==> config.mk <==
export PLATFORM = sky130hd
export DESIGN_NAME = key_matrix_change_scanner
export DESIGN_NICKNAME = d
export VERILOG_FILES = /design/src/kmcs_pkg.sv /design/src/kmcs_ostage.sv /design/src/kmcs_scan.sv /design/src/key_matrix_change_scanner.sv
export SDC_FILE = /design/constraint.sdc
export NUM_CORES = 1
export LEC_CHECK = 0
export ABC_CLOCK_PERIOD_IN_PS = 3400
export BUFFER_PORTS_ARGS = -buffer_cell sky130_fd_sc_hd__buf_2
export CAP_MARGIN = 10
export CORE_MARGIN = 5
export CORE_UTILIZATION = 40
export CTS_CLUSTER_SIZE = 24
export DETAILED_ROUTE_END_ITERATION = 12
export GPL_TIMING_DRIVEN = 0
export SETUP_SLACK_MARGIN = 0.3
export SLEW_MARGIN = 25
export SYNTH_ARGS = -nofsm -noshare
export SYNTH_HDL_FRONTEND = slang
export SYNTH_HIERARCHICAL = 1
export SYNTH_SLANG_ARGS = --single-unit
==> constraint.sdc <==
create_clock -name i_clk -period 3.4 [get_ports i_clk]
set_input_delay 0.68 -clock i_clk [delete_from_list [all_inputs] [get_ports i_clk]]
set_output_delay 0.68 -clock i_clk [all_outputs]
set_load 0.02 [all_outputs]
==> src/kmcs_pkg.sv <==
// Shared types, constants and helpers for the key matrix change scanner.
// No dependencies; used by every module of the block.
package kmcs_pkg;

    localparam int COLUMNS   = 8;
    localparam int COL_W     = 3;
    localparam int ROW_W     = 8;
    localparam int BTN_W     = 6;
    localparam int IN_DATA_W = 72;
    localparam int OUT_DATA_W = 8;
    localparam int PADDR_W   = 3;

    localparam logic [COL_W-1:0] COL_LAST = COL_W'(COLUMNS - 1);

    // Register index of events_enabled
    localparam logic [0:0] REG_EVENTS_EN = 1'b0;

    localparam logic [ROW_W-1:0] MASK_ODD  = 8'hAA;
    localparam logic [ROW_W-1:0] MASK_PAIR = 8'hCC;
    localparam logic [ROW_W-1:0] MASK_HIGH = 8'hF0;

    typedef enum logic [1:0] {
        ST_IDLE,
        ST_SCAN,
        ST_FLUSH
    } t_state;

    typedef struct packed {
        logic             pressed;
        logic [BTN_W-1:0] button_number;
        logic             last_event;
    } t_evt;

    typedef struct packed {
        logic busy;
        logic armed;
    } t_scan_stat;

    // Row position from the flag byte; exact for a single set bit, ORed otherwise
    function automatic logic [2:0] row_position(input logic [ROW_W-1:0] f);
        logic [2:0] p;
        p[0] = (f & MASK_ODD)  != '0;
        p[1] = (f & MASK_PAIR) != '0;
        p[2] = (f & MASK_HIGH) != '0;
        return p;
    endfunction

endpackage

==> src/kmcs_ostage.sv <==
// Output register of the event stream: one item slot in front of the master port.
// Depends on kmcs_pkg (t_evt).
module kmcs_ostage
    import kmcs_pkg::*;
(
    input  logic i_clk,
    input  logic i_rst_n,
    input  logic i_push,
    input  t_evt i_evt,
    output logic o_free,
    output logic o_valid,
    output t_evt o_evt,
    input  logic i_ready
);

    logic r_v;
    t_evt r_evt;

    assign o_free  = !r_v || i_ready;
    assign o_valid = r_v;
    assign o_evt   = r_evt;

    always_ff @(posedge i_clk) begin
        if (!i_rst_n) begin
            r_v <= 1'b0;
        end else if (i_push) begin
            r_v <= 1'b1;
        end else if (i_ready) begin
            r_v <= 1'b0;
        end
    end

    always_ff @(posedge i_clk) begin
        if (i_push) begin
            r_evt <= i_evt;
        end
    end

endmodule

==> src/kmcs_scan.sv <==
// Column sequencer with the old-rows memory: read, compare, write back one column a cycle,
// unless the output stalls. Depends on kmcs_pkg (states, event struct, row_position).
module kmcs_scan
    import kmcs_pkg::*;
(
    input  logic                 i_clk,
    input  logic                 i_rst_n,
    input  logic                 i_in_valid,
    output logic                 o_in_ready,
    input  logic [IN_DATA_W-1:0] i_in_data,
    input  logic                 i_events_en,
    input  logic                 i_evt_free,
    output logic                 o_push,
    output t_evt                 o_evt,
    output t_scan_stat           o_stat
);

    t_state r_state, n_state;
    logic   r_armed;
    logic [COL_W-1:0] r_col, n_col;
    logic [ROW_W-1:0] r_flags;
    logic [COLUMNS*ROW_W-1:0] r_rows;
    logic [2:0] r_pos;
    logic [COLUMNS-1:0] r_valid;
    logic r_pend_v;
    t_evt r_pend;

    logic [ROW_W-1:0] mem [COLUMNS];
    logic [ROW_W-1:0] r_rd;

    logic [ROW_W-1:0] in_flags;
    logic accept, start, changed, need_push, stall, mem_we;
    logic [ROW_W-1:0] act, old;

    assign in_flags = i_in_data[ROW_W-1:0];
    assign accept   = i_in_valid && o_in_ready;
    assign start    = accept && (in_flags != '0) && r_armed;

    // Entry never written since reset reads as zero
    assign act     = r_rows[ROW_W*r_col +: ROW_W];
    assign old     = r_valid[r_col] ? r_rd : '0;
    assign changed = ((act ^ old) & r_flags) != '0;

    // An event is held back one step so the final one can carry last_event
    always_comb begin
        need_push = 1'b0;
        unique case (r_state)
            ST_SCAN:  need_push = changed && i_events_en && r_pend_v;
            ST_FLUSH: need_push = r_pend_v;
            default:  need_push = 1'b0;
        endcase
    end
    assign stall = need_push && !i_evt_free;

    always_comb begin
        n_state = r_state;
        n_col   = r_col;
        unique case (r_state)
            ST_IDLE: begin
                n_col = '0;
                if (start) begin
                    n_state = ST_SCAN;
                end
            end
            ST_SCAN: begin
                if (!stall) begin
                    n_col = r_col + 1'b1;
                    if (r_col == COL_LAST) begin
                        n_state = ST_FLUSH;
                    end
                end
            end
            ST_FLUSH: begin
                if (!stall) begin
                    n_state = ST_IDLE;
                end
            end
            default: n_state = ST_IDLE;
        endcase
    end

    always_comb begin
        o_in_ready = (r_state == ST_IDLE);
        o_push     = need_push && i_evt_free;
        mem_we     = (r_state == ST_SCAN) && changed && !stall;
        o_evt      = r_pend;
        o_evt.last_event = (r_state == ST_FLUSH);
        o_stat.busy  = (r_state != ST_IDLE);
        o_stat.armed = r_armed;
    end

    always_ff @(posedge i_clk) begin
        if (!i_rst_n) begin
            r_state  <= ST_IDLE;
            r_armed  <= 1'b0;
            r_valid  <= '0;
            r_pend_v <= 1'b0;
            r_col    <= '0;
        end else begin
            r_state <= n_state;
            r_col   <= n_col;
            if (accept && (in_flags != '0) && !r_armed) begin
                r_armed <= 1'b1;
            end else if (r_state == ST_FLUSH && !stall) begin
                r_armed <= 1'b0;
            end
            if (mem_we) begin
                r_valid[r_col] <= 1'b1;
            end
            if (mem_we && i_events_en) begin
                r_pend_v <= 1'b1;
            end else if (r_state == ST_FLUSH && !stall) begin
                r_pend_v <= 1'b0;
            end
        end
    end

    always_ff @(posedge i_clk) begin
        if (start) begin
            r_flags <= in_flags;
            r_rows  <= i_in_data[IN_DATA_W-1:ROW_W];
            r_pos   <= row_position(in_flags);
        end
        if (mem_we && i_events_en) begin
            r_pend.pressed       <= (act & r_flags) != '0;
            r_pend.button_number <= {r_col, r_pos};
            r_pend.last_event    <= 1'b0;
        end
    end

    // Read address runs one column ahead of the compare, or sits on it in a stall;
    // writes hit only the compared column and none in a stall, so no entry is shared.
    always_ff @(posedge i_clk) begin
        if (mem_we) begin
            mem[r_col] <= act;
        end
        r_rd <= mem[n_col];
    end

endmodule

==> src/key_matrix_change_scanner.sv <==
// Key matrix change scanner, top level: APB config register, scan sequencer, output stage.
// Depends on kmcs_pkg, kmcs_scan and kmcs_ostage.
//
// Usage:
//   s_axis: one item per poll tick. tdata[7:0] change flags, tdata[71:8] row
//   bytes, byte k read while column k is driven.
//   m_axis: one item per key event. tdata[5:0] button number (column*8 + row
//   position), upper bits zero; tuser = pressed; tlast marks the final event
//   of a tick.
//   APB: register 0 at byte address 0, bit 0 = events_enabled. pready is tied
//   high; reads return the register.
// Timing: a zero-flag tick or a first flagged tick (debounce arm) is taken without
//   a scan. A scanning tick walks the old-rows memory one column per cycle while
//   the output stage does not stall. s_axis_tready is low from the accept through
//   the scan and the flush state. An event waits for the next changed column or
//   the flush state, so the final one can carry tlast, and shows on m_axis in the
//   cycle after it is handed to the output stage.
// Reset clears the armed flag, the events enable and the entry valid bits, so
//   all stored rows read as zero. A stalled m_axis holds the scan at the
//   column that needs to hand off an event; no event is dropped.
module key_matrix_change_scanner
    import kmcs_pkg::*;
(
    input  logic                  i_clk,
    input  logic                  i_rst_n,
    input  logic                  s_axis_tvalid,
    output logic                  s_axis_tready,
    input  logic [IN_DATA_W-1:0]  s_axis_tdata,   // [7:0] change_flags, [71:8] scan_rows
    output logic                  m_axis_tvalid,
    input  logic                  m_axis_tready,
    output logic [OUT_DATA_W-1:0] m_axis_tdata,   // [5:0] button_number, [7:6] zero
    output logic                  m_axis_tuser,   // [0] pressed
    output logic                  m_axis_tlast,   // last_event
    input  logic                  psel,
    input  logic                  penable,
    input  logic                  pwrite,
    input  logic [PADDR_W-1:0]    paddr,
    input  logic [31:0]           pwdata,
    output logic [31:0]           prdata,
    output logic                  pready
);

    logic       r_events_en;
    logic       evt_free, push;
    t_evt       push_evt, out_evt;
    t_scan_stat stat;

    assign pready = 1'b1;

    always_ff @(posedge i_clk) begin
        if (!i_rst_n) begin
            r_events_en <= 1'b0;
        end else if (psel && penable && pwrite && pready && paddr[2] == REG_EVENTS_EN) begin
            r_events_en <= pwdata[0];
        end
    end

    assign prdata = (paddr[2] == REG_EVENTS_EN) ? {31'b0, r_events_en} : 32'b0;

    kmcs_scan u_scan (
        .i_clk       (i_clk),
        .i_rst_n     (i_rst_n),
        .i_in_valid  (s_axis_tvalid),
        .o_in_ready  (s_axis_tready),
        .i_in_data   (s_axis_tdata),
        .i_events_en (r_events_en),
        .i_evt_free  (evt_free),
        .o_push      (push),
        .o_evt       (push_evt),
        .o_stat      (stat)
    );

    kmcs_ostage u_ostage (
        .i_clk   (i_clk),
        .i_rst_n (i_rst_n),
        .i_push  (push),
        .i_evt   (push_evt),
        .o_free  (evt_free),
        .o_valid (m_axis_tvalid),
        .o_evt   (out_evt),
        .i_ready (m_axis_tready)
    );

    assign m_axis_tdata = {{(OUT_DATA_W-BTN_W){1'b0}}, out_evt.button_number};
    assign m_axis_tuser = out_evt.pressed;
    assign m_axis_tlast = out_evt.last_event;

    // A tick with no flags changes nothing
    a_idle_tick: assert property (@(posedge i_clk) disable iff (!i_rst_n)
        (s_axis_tvalid && s_axis_tready && s_axis_tdata[7:0] == 8'h00)
        |=> (!stat.busy && stat.armed == $past(stat.armed)))
        else $error("zero-flag tick changed scanner state");

    // A flagged tick while armed starts a scan
    a_scan_start: assert property (@(posedge i_clk) disable iff (!i_rst_n)
        (s_axis_tvalid && s_axis_tready && s_axis_tdata[7:0] != 8'h00 && stat.armed)
        |=> (stat.busy && !s_axis_tready))
        else $error("armed tick did not start a scan");

    // A scan only begins on an accepted item
    a_busy_cause: assert property (@(posedge i_clk) disable iff (!i_rst_n)
        $rose(stat.busy) |-> $past(s_axis_tvalid && s_axis_tready))
        else $error("scan started without an input item");

    // An event is handed to the output stage only when it has room
    a_push_room: assert property (@(posedge i_clk) disable iff (!i_rst_n)
        (push && m_axis_tvalid) |-> m_axis_tready)
        else $error("event pushed into an occupied output slot");

endmodule

==> qor.csv, run 1 <==
stage,metric,value,unit
run_status,violations,setup timing,
pwr,peakVddDrop,0.369,mV
routing,drc_errors,0,
floorplanning,fp.dieH,159,um
timing,tns,-2.20,ns
timing,grt_setup_unrepaired,yes,
grt,overflow,0,
routing,met1Wirelength,9720,um
placement,placed_area,9900,um^2
routing,via_per_inst,5.60,
routing,dr_wl_met2,11800,um
clocking,htree_levels,4,
timing,fin_worst_hold_slack,0.419,ns
cells_and_area,postLayoutCoreUtil,51.8,%
timing,relSlewSlack,43.2,%
yosys,ys.warnings.count,6,
routing,drtPass1Iterations,5,
run_status,status,"complete, but fails checks",
clocking,clk_latency,0.43,ns
cells_and_area,diodes,0,
placement,port_buffers,91,
grt,grt_max_degree,64,
critical_path,cp-end-kind,flip-flop,
grt,grt_pass1_wl,36900,um
grt,antenna_found_initial,0,
critical_path,arrival,4.00,ns
pwr,power.total,4.84,mW
clocking,clkTransAtPathRegs,0.07,ns
yosys,syn_area,8890,um^2
yosys,syn_inst,650,
timing,layout_setup_ws,-0.273,ns
grt,grt_pass1_vias,6585,
routing,drtIter0Drc,507,
critical_path,start_kind,flip-flop,
clocking,cts_buffer_depth,2,
timing,setup_viol,11,
clocking,clock_sinks,179,
flow_run,cap_viol_max_count,0,
placement,dpl.hpwl,16100,um
routing,route.met3.wl,1760,um
critical_path,required,3.73,ns
timing,fin_crit,3.67,ns
timing,finalHoldViolCount,0,
timing,fin_crit_sh,108,%
routing,wl,23900,um
placement,pre_cts_ws,-1.06,ns
pwr,p_leak,3.96,nW
clocking,cts_root_buf,clkbuf_16,
cells_and_area,instances_no_fill,1133,
cells_and_area,drive_above_1_share,42.2,%
critical_path,crit_type,reg -> reg,
pwr,power_density,427,nW/um^2
yosys,postSynthAreaPerCell,13.7,um^2
timing,max_slew.worst_pin.slew,0.852,ns
placement,place_inst,1055,
cells_and_area,multi_input_area,3690,um^2
cells_and_area,final-seq-area,5130,um^2
grt,grt.total_usage,18.4,%
timing,drv_slew,0,
cells_and_area,area_delta_synth_final,27.4,%
routing,drt.antenna.violating_nets,0,
cells_and_area,fillCellCount,1848,
routing,top_layer,met4,
cells_and_area,design_area,11300,um^2
routing,post_drt_wl_per_cell,21.1,um
floorplanning,ios,159,
floorplanning,die_w,159,um
timing,timing.fmax,0.272,GHz
hold_path,hold_class,reg -> reg,
floorplanning,rows,54,
timing,skew,0.0118,ns
clocking,cts_tree,built,
cells_and_area,fin_nets,959,
routing,dr_total_vias,6349,
placement,gp_congestion,0.850,
floorplanning,start_util,40.6,%
clocking,cts_buffers,17,
critical_path,crit_fanout,9,
floorplanning,coreArea,21900,um^2
floorplanning,dieArea,25300,um^2
[layer usage]
layer | vias up | global-route usage [%]
li1 | 2899 | -
met1 | 3095 | 24.0
met2 | 313 | 30.1
met3 | 42 | 3.39
met4 | 0 | 7.60
met5 | - | 0
[critical path: stages (launching register included)]
cell and delay (ns):
dfxtp_4 0.43, buf_12 0.13, buf_16 0.11, mux2_1 0.34
o22a_1 0.19, buf_6 0.14, a31o_1 0.21, and3_4 0.15
a2111oi_4 0.40, a41oi_4 0.19, buf_4 0.18, buf_6 0.13
o2111ai_2 0.17, o211ai_2 0.12, buf_6 0.15, buf_16 0.14
mux2i_4 0.19, mux2i_2 0.19
[what timing repair did]
action | in CTS | in global routing
endpoints found under the hold margin | 0 | 0
hold buffers | 0 | 0
resized for setup | 82 | 20
cloned | 4 | 1
setup endpoints to repair | 102 | 102
pin swaps | 17 | 4
buffers inserted | 35 | 6
[final cells by class]
cell class | count | area share, %
plain buffers | 83 | 4.98
multi-input cells | 413 | 32.5
inverters | 9 | 0.386
clock inverters | 14 | 1.13
well taps | 280 | 3.09
flip-flops and latches | 179 | 45.3
clock buffers | 18 | 3.79
repair buffers | 137 | 8.80
[state kept, by name (all words and copies together) (netlist names)]
register / count
u_scan/o_evt: 7
u_scan/r_state: 2
u_scan/r_valid: 8
u_scan/r_col: 3
u_scan/r_rd: 8
u_scan/r_pos: 3
u_scan/mem: 64
u_scan/r_pend_v: 1
u_scan/r_flags: 8
u_scan/r_armed: 1
u_ostage/o_valid: 1
r_events_en: 1
u_ostage/o_evt: 8
u_scan/r_rows: 64
[placed cells by master (no fill, tap or decap), types with 5 or more instances in the layout]
master,instances
mux2i_1,47
conb_1,34
clkbuf_16,18
inv_1,5
mux2_2,34
o211ai_1,32
buf_4,60
dfxtp_1,22
mux4_2,14
buf_12,9
nand2_1,55
o221a_2,32
clkbuf_1,25
nor2_1,8
mux2i_2,5
a21oi_1,5
buf_1,6
o22ai_1,34
ha_1,5
nor2_4,6
nand4_1,6
buf_6,20
o21a_1,10
buf_2,95
nand3_1,6
edfxtp_1,154
mux2i_4,8
[worst paths after layout]
kind	cells after the start	from	to	slack (ns)
setup / recovery	17	u_scan/r_col[0]$_SDFF_PN0_	u_scan/r_rd[5]$_DFF_P_	-0.27
hold / removal	0	u_scan/o_evt[3]$_DFFE_PP_	u_ostage/o_evt[3]$_DFFE_PP_	0.42
setup reg to reg	17	u_scan/r_col[0]$_SDFF_PN0_	u_scan/r_rd[5]$_DFF_P_	-0.27
hold reg to reg	0	u_scan/o_evt[3]$_DFFE_PP_	u_ostage/o_evt[3]$_DFFE_PP_	0.42
[power by group]
part	internal, mW	switching [mW]
Combinational	0.234	0.283
Sequential	2.45	0.0262
Clock	1.02	0.833
Power figures use the tool's default switching activity.
==> run 2, diff against run 1 <==
--- a/config.mk
+++ b/config.mk
@@ -5,7 +5,7 @@
 export SDC_FILE = /design/constraint.sdc
 export NUM_CORES = 1
 export LEC_CHECK = 0
-export ABC_CLOCK_PERIOD_IN_PS = 3400
+export ABC_CLOCK_PERIOD_IN_PS = 4560
 export BUFFER_PORTS_ARGS = -buffer_cell sky130_fd_sc_hd__buf_2
 export CAP_MARGIN = 10
 export CORE_MARGIN = 5
==> constraint.sdc (replaced) <==
create_clock -name i_clk -period 4.56 [get_ports i_clk]
set_input_delay 0.912 -clock i_clk [delete_from_list [all_inputs] [get_ports i_clk]]
set_output_delay 0.912 -clock i_clk [all_outputs]
set_load 0.02 [all_outputs]
==> run 2 against run 1 <==
The run now ends clean. Clock-buffer cell count unchanged. Flip-flop and latch count unchanged. Combinational power decreased by 35%. Critical path type unchanged. Critical endpoint is now u_scan/r_rd[1]$_DFF_P_. Largest cell class unchanged. Highest routed layer unchanged.
==> qor.csv, run 2 (same netlist as run 1, synthesis figures left out) <==
stage,metric,value,unit
timing,setup_viol,0,
floorplanning,fp.dieH,159,um
critical_path,arrival,4.39,ns
cells_and_area,layout.cells.most_common,edfxtp_1,
floorplanning,dieArea,25300,um^2
routing,drtPass1Iterations,5,
critical_path,worst-path-buf-inv,5,
cells_and_area,fin_nets,921,
timing,timing.fmax,0.245,GHz
grt,grt_max_degree,65,
timing,max_slew.worst_pin.slew,1.04,ns
timing,fin_crit,4.08,ns
critical_path,crit_fanout,11,
cells_and_area,design_area,10600,um^2
cells_and_area,multi_input_area,3410,um^2
floorplanning,coreArea,21900,um^2
clocking,cts_root_buf,clkbuf_16,
timing,drv_slew,0,
clocking,clock_sinks,179,
placement,gp_congestion,0.881,
critical_path,required,4.87,ns
routing,dr_total_vias,6104,
grt,grt_pass1_wl,35000,um
placement,port_buffers,91,
cells_and_area,fillCellCount,1931,
critical_path,cp_top_family,compound AO/OA/AOI/OAI gates,
placement,place_inst,1057,
timing,fin_crit_sh,89.4,%
timing,finalHoldViolCount,0,
clocking,clkTransAtPathRegs,0.07,ns
flow_run,cap_viol_max_count,0,
cells_and_area,final-seq-area,5130,um^2
routing,wl,22500,um
critical_path,crit_type,reg -> reg,
routing,via_per_inst,5.57,
pwr,peakVddDrop,0.270,mV
clocking,ctsHoldBuffers,0,
cells_and_area,diodes,0,
clocking,cts_buffers,17,
cells_and_area,postLayoutCoreUtil,48.3,%
critical_path,path_cells,buf_6 > buf_4 > mux4_2 > mux2_4 > a31o_1 > and3_4 > a2111oi_4 > a41oi_4 > o21a_1 > buf_4 > o211ai_2 > buf_6 > buf_8 > mux2i_2 > mux2i_1,
placement,dpl.hpwl,16000,um
floorplanning,die_w,159,um
clocking,clk_latency,0.43,ns
grt,grt.total_usage,17.5,%
routing,drtIter0Drc,417,
floorplanning,ios,159,
grt,grt_pass1_vias,6308,
hold_path,hold_class,reg -> reg,
cells_and_area,largestRegisters,"u_scan/mem: 64 flops, u_scan/r_rows: 64 flops",
routing,post_drt_wl_per_cell,20.6,um
critical_path,regToRegSetupSlack,0.48,ns
critical_path,start_kind,flip-flop,
floorplanning,rows,54,
pwr,power_density,338,nW/um^2
cells_and_area,area_delta_synth_final,18.8,%
critical_path,cp-end-kind,flip-flop,
cells_and_area,instances_no_fill,1095,
timing,relSlewSlack,30.1,%
clocking,cts_tree,built,
routing,drc_errors,0,
routing,drt.antenna.violating_nets,0,
clocking,cts_buffer_depth,2,
cells_and_area,drive_above_1_share,34.7,%
cells_and_area,layout_common_cells,"154 x edfxtp_1, 97 x buf_2, 57 x mux2i_1",
timing,grt_setup_unrepaired,no,
placement,placed_area,9880,um^2
clocking,htree_levels,4,
grt,overflow,0,
grt,antenna_found_initial,0,
pwr,p_leak,3.69,nW
floorplanning,start_util,40.6,%
timing,skew,0.0116,ns
critical_path,slowest_delay,0.45,ns
run_status,status,completed,
critical_path,slowest_stage,dfxtp_1,
## run 2: report_power, final
| part | internal, mW | switching [mW] | leakage (nW) | total, mW |
|---|---|---|---|---|
| Combinational | 0.144 | 0.190 | 1.82 | 0.334 |
| Clock | 0.725 | 0.663 | 0.271 | 1.39 |
| Sequential | 1.83 | 0.0195 | 1.60 | 1.85 |
## run 2: repair_timing
item / in CTS / in global routing
endpoints found under the hold margin: 0 / 0
gates cloned: 0 / 0
buffers inserted: 1 / 5
setup endpoints to repair: 100 / 56
gates resized for setup: 9 / 10
pin swaps: 1 / 2
## run 2: worst paths after layout
kind / endpoint / cells past startpoint / from
max reg2reg: u_scan/r_rd[1]$_DFF_P_ / 15 / u_scan/r_col[1]$_SDFF_PN0_
min reg2reg: u_ostage/o_evt[2]$_DFFE_PP_ / 0 / u_scan/o_evt[2]$_DFFE_PP_
min: u_ostage/o_evt[2]$_DFFE_PP_ / 0 / u_scan/o_evt[2]$_DFFE_PP_
max: u_scan/r_rd[1]$_DFF_P_ / 15 / u_scan/r_col[1]$_SDFF_PN0_
## run 2: stage by stage
stage / TNS [ns] / setup slack [ns] / hold slack [ns] / power, mW
after CTS: 0 / 0.307 / 0.415 / 3.60
final: 0 / 0.482 / 0.416 / 3.57
after floorplan: 0 / 1.02 / 0.400 / 2.09
after global placement: -27.49 / -0.738 / 0.402 / 2.20
after global routing: 0 / 0.293 / 0.434 / 3.70
after detailed placement: -10.54 / -0.500 / 0.405 / 2.21
## run 2: per-layer routing
| layer | track usage, % | routed length (um) | vias to the layer above |
|---|---|---|---|
| li1 | - | - | 2810 |
| met4 | 5.97 | 374 | 0 |
| met2 | 29.2 | 11100 | 258 |
| met5 | 0 | 0 | - |
| met3 | 3.78 | 1560 | 26 |
| met1 | 22.7 | 9490 | 3010 |
## run 2: area by class of cell
| cell class | count | area share [%] |
|---|---|---|
| plain buffers | 83 | 4.73 |
| clock buffers | 18 | 4.06 |
| clock inverters | 14 | 1.33 |
| inverters | 9 | 0.379 |
| multi-input cells | 411 | 32.3 |
| flip-flops and latches | 179 | 48.6 |
| well taps | 280 | 3.32 |
| repair buffers | 101 | 5.33 |
==> run 3, diff against run 2 <==
--- a/config.mk
+++ b/config.mk
@@ -8,11 +8,14 @@
 export ABC_CLOCK_PERIOD_IN_PS = 4560
 export BUFFER_PORTS_ARGS = -buffer_cell sky130_fd_sc_hd__buf_2
 export CAP_MARGIN = 10
+export CELL_PAD_IN_SITES_DETAIL_PLACEMENT = 0
+export CELL_PAD_IN_SITES_GLOBAL_PLACEMENT = 1
 export CORE_MARGIN = 5
 export CORE_UTILIZATION = 40
 export CTS_CLUSTER_SIZE = 24
 export DETAILED_ROUTE_END_ITERATION = 12
 export GPL_TIMING_DRIVEN = 0
+export PLACE_DENSITY_LB_ADDON = 0.1
 export SETUP_SLACK_MARGIN = 0.3
 export SLEW_MARGIN = 25
 export SYNTH_ARGS = -nofsm -noshare
==> run 3 against run 2 <==
Maximum frequency down 0.43%. Flip-flop and latch count stayed put. Sequential share of layout area fell by 0.12 points. Final cell count fell by 0.18%. Clock power increased by 5%. Worst setup slack worse by 0.018 ns. Global-route usage rose by 0.87 points. Critical path type unchanged. Critical endpoint is now u_scan/r_rd[5]$_DFF_P_. Highest routed layer unchanged.
==> qor.csv, run 3 (same netlist as run 1, synthesis figures left out) <==
stage,metric,value,unit
run_status,status,completed,
cells_and_area,postLayoutCoreUtil,48.4,%
critical_path,required,4.85,ns
timing,relSlewSlack,28.0,%
routing,via_per_inst,5.52,
cells_and_area,largestRegisters,"u_scan/mem: 64 flops, u_scan/r_rows: 64 flops",
timing,drv_slew,0,
clocking,clock_sinks,179,
floorplanning,coreArea,21900,um^2
routing,met1Wirelength,10200,um
critical_path,crit_fanout,10,
routing,post_drt_wl_per_cell,21.5,um
critical_path,path_cells,buf_4 > mux4_2 > mux2_2 > xnor2_1 > a2111oi_4 > a41oi_4 > o21a_1 > buf_4 > o211ai_2 > buf_6 > buf_8 > mux2i_1 > mux2i_1,
cells_and_area,design_area,10600,um^2
placement,placed_area,9890,um^2
routing,route.met3.wl,1210,um
routing,drc_errors,0,
cells_and_area,layout.cells.most_common,edfxtp_1,
timing,grt_setup_unrepaired,no,
cells_and_area,drive_above_1_share,35.1,%
clocking,cts_buffers,17,
cells_and_area,fin_nets,919,
critical_path,cp-end-kind,flip-flop,
grt,grt_pass1_vias,6395,
hold_path,min_path_cells,0,
clocking,cts_root_buf,clkbuf_16,
timing,fin_crit,4.10,ns
critical_path,worst-path-buf-inv,4,
timing,fin_crit_sh,89.8,%
critical_path,slowest_delay,0.54,ns
pwr,power_density,344,nW/um^2
grt,grt.total_usage,18.4,%
timing,skew,0.0127,ns
clocking,ctsHoldBuffers,0,
critical_path,crit_type,reg -> reg,
timing,finalHoldViolCount,0,
grt,antenna_found_initial,0,
timing,timing.fmax,0.244,GHz
critical_path,arrival,4.38,ns
pwr,p_leak,3.70,nW
critical_path,r2r_start,u_scan/r_col[1]$_SDFF_PN0_,
routing,dr_total_vias,6032,
grt,grt_pass1_wl,36400,um
placement,port_buffers,91,
timing,max_slew.worst_pin.slew,1.08,ns
grt,grt_max_degree,60,
timing,setup_viol,0,
hold_path,hold_end,u_ostage/o_evt[5]$_DFFE_PP_,
cells_and_area,area_delta_synth_final,19.1,%
grt,overflow,0,
clocking,htree_levels,4,
placement,gp_congestion,0.786,
critical_path,rr_endpoint,u_scan/r_rd[5]$_DFF_P_,
hold_path,hold_class,reg -> reg,
clocking,clk_latency,0.44,ns
floorplanning,die_w,159,um
floorplanning,dieArea,25300,um^2
clocking,cts_buffer_depth,2,
routing,wl,23500,um
floorplanning,fp.dieH,159,um
routing,dr_wl_met2,11600,um
cells_and_area,layout_common_cells,"154 x edfxtp_1, 95 x buf_2, 56 x mux2i_1",
critical_path,worst-r2r-cell-count,13,
clocking,clkTransAtPathRegs,0.08,ns
floorplanning,start_util,40.6,%
floorplanning,rows,54,
critical_path,cp_top_family,multiplexers,
critical_path,regToRegSetupSlack,0.46,ns
cells_and_area,diodes,0,
hold_path,min_from,u_scan/o_evt[5]$_DFFE_PP_,
routing,drt.antenna.violating_nets,0,
critical_path,slowest_stage,mux4_2,
clocking,cts_tree,built,
floorplanning,ios,159,
routing,drtIter0Drc,475,
placement,dpl.hpwl,16600,um
routing,drtPass1Iterations,5,
critical_path,start_kind,flip-flop,
flow_run,cap_viol_max_count,0,
pwr,peakVddDrop,0.263,mV
routing,top_layer,met4,
-- run 3: changes by cell type in the layout (fill, tap and decap cells not counted), sizes merged --
| cell | change |
|---|---|
| clkinv | +3 |
| buf | -4 |
| clkbuf | +1 |
| clkinvlp | -1 |
| inv | -1 |
-- run 3: area by class of cell --
type / count / area (um^2)
flip-flops and latches: 179 / 5130
clock buffers: 17 / 425
multi-input cells: 411 / 3430
inverters: 9 / 40.0
repair buffers: 99 / 536
well taps: 280 / 350
fillers: 1966 / 11300
clock inverters: 15 / 181
plain buffers: 83 / 495
-- run 3: how the worst max path moves through the flow --
stage | start | depth (start not counted) | to
floorplan | u_scan/r_col[0]$_SDFF_PN0_ | 14 | u_scan/r_rd[6]$_DFF_P_
global placement | u_scan/r_col[1]$_SDFF_PN0_ | 11 | u_scan/mem[0][6]$_DFFE_PP_
detailed placement | u_scan/r_col[1]$_SDFF_PN0_ | 14 | u_scan/r_rd[3]$_DFF_P_
CTS | u_scan/r_col[0]$_SDFF_PN0_ | 14 | u_scan/r_rd[3]$_DFF_P_
global route | u_scan/r_col[1]$_SDFF_PN0_ | 15 | u_scan/r_rd[5]$_DFF_P_
finish | u_scan/r_col[1]$_SDFF_PN0_ | 13 | u_scan/r_rd[5]$_DFF_P_
-- run 3: through the flow --
stage / hold WS, ns / setup TNS [ns] / power, mW / cells / setup WS [ns]
after CTS: 0.425 / 0 / 3.67 / 1090 / 0.308
after global routing: 0.434 / 0 / 3.78 / 1093 / 0.328
after detailed placement: 0.407 / -10.64 / 2.21 / 1056 / -0.466
after global placement: 0.403 / -39.43 / 2.20 / 1053 / -0.916
after floorplan: 0.400 / 0 / 2.09 / 682 / 1.02
final: 0.427 / 0 / 3.64 / 1093 / 0.464
-- run 3: report_power, final --
group	internal, mW	leakage, nW	switching (mW)
clock network	0.742	0.287	0.713
registers	1.83	1.60	0.0184
logic	0.144	1.81	0.195
-- run 3: what timing repair did --
action / in CTS / in global routing
gates resized for setup: 8 / 10
setup buffers: 2 / 3
endpoints found under the setup margin: 101 / 8
pin swaps: 2 / 1
-- run 3: routing by layer --
metal,vias to the layer above,track usage [%]
met3,34,3.34
li1,2819,-
met2,201,30.8
met5,-,0
met4,0,5.93
met1,2978,24.3
-- run 3: worst register-to-register path, stage by stage, from the launching register on --
cell and delay [ns]:
dfxtp_1 0.39, buf_4 0.23, mux4_2 0.54, mux2_2 0.45
xnor2_1 0.23, a2111oi_4 0.47, a41oi_4 0.22, o21a_1 0.24
buf_4 0.18, o211ai_2 0.18, buf_6 0.18, buf_8 0.18
mux2i_1 0.29, mux2i_1 0.17
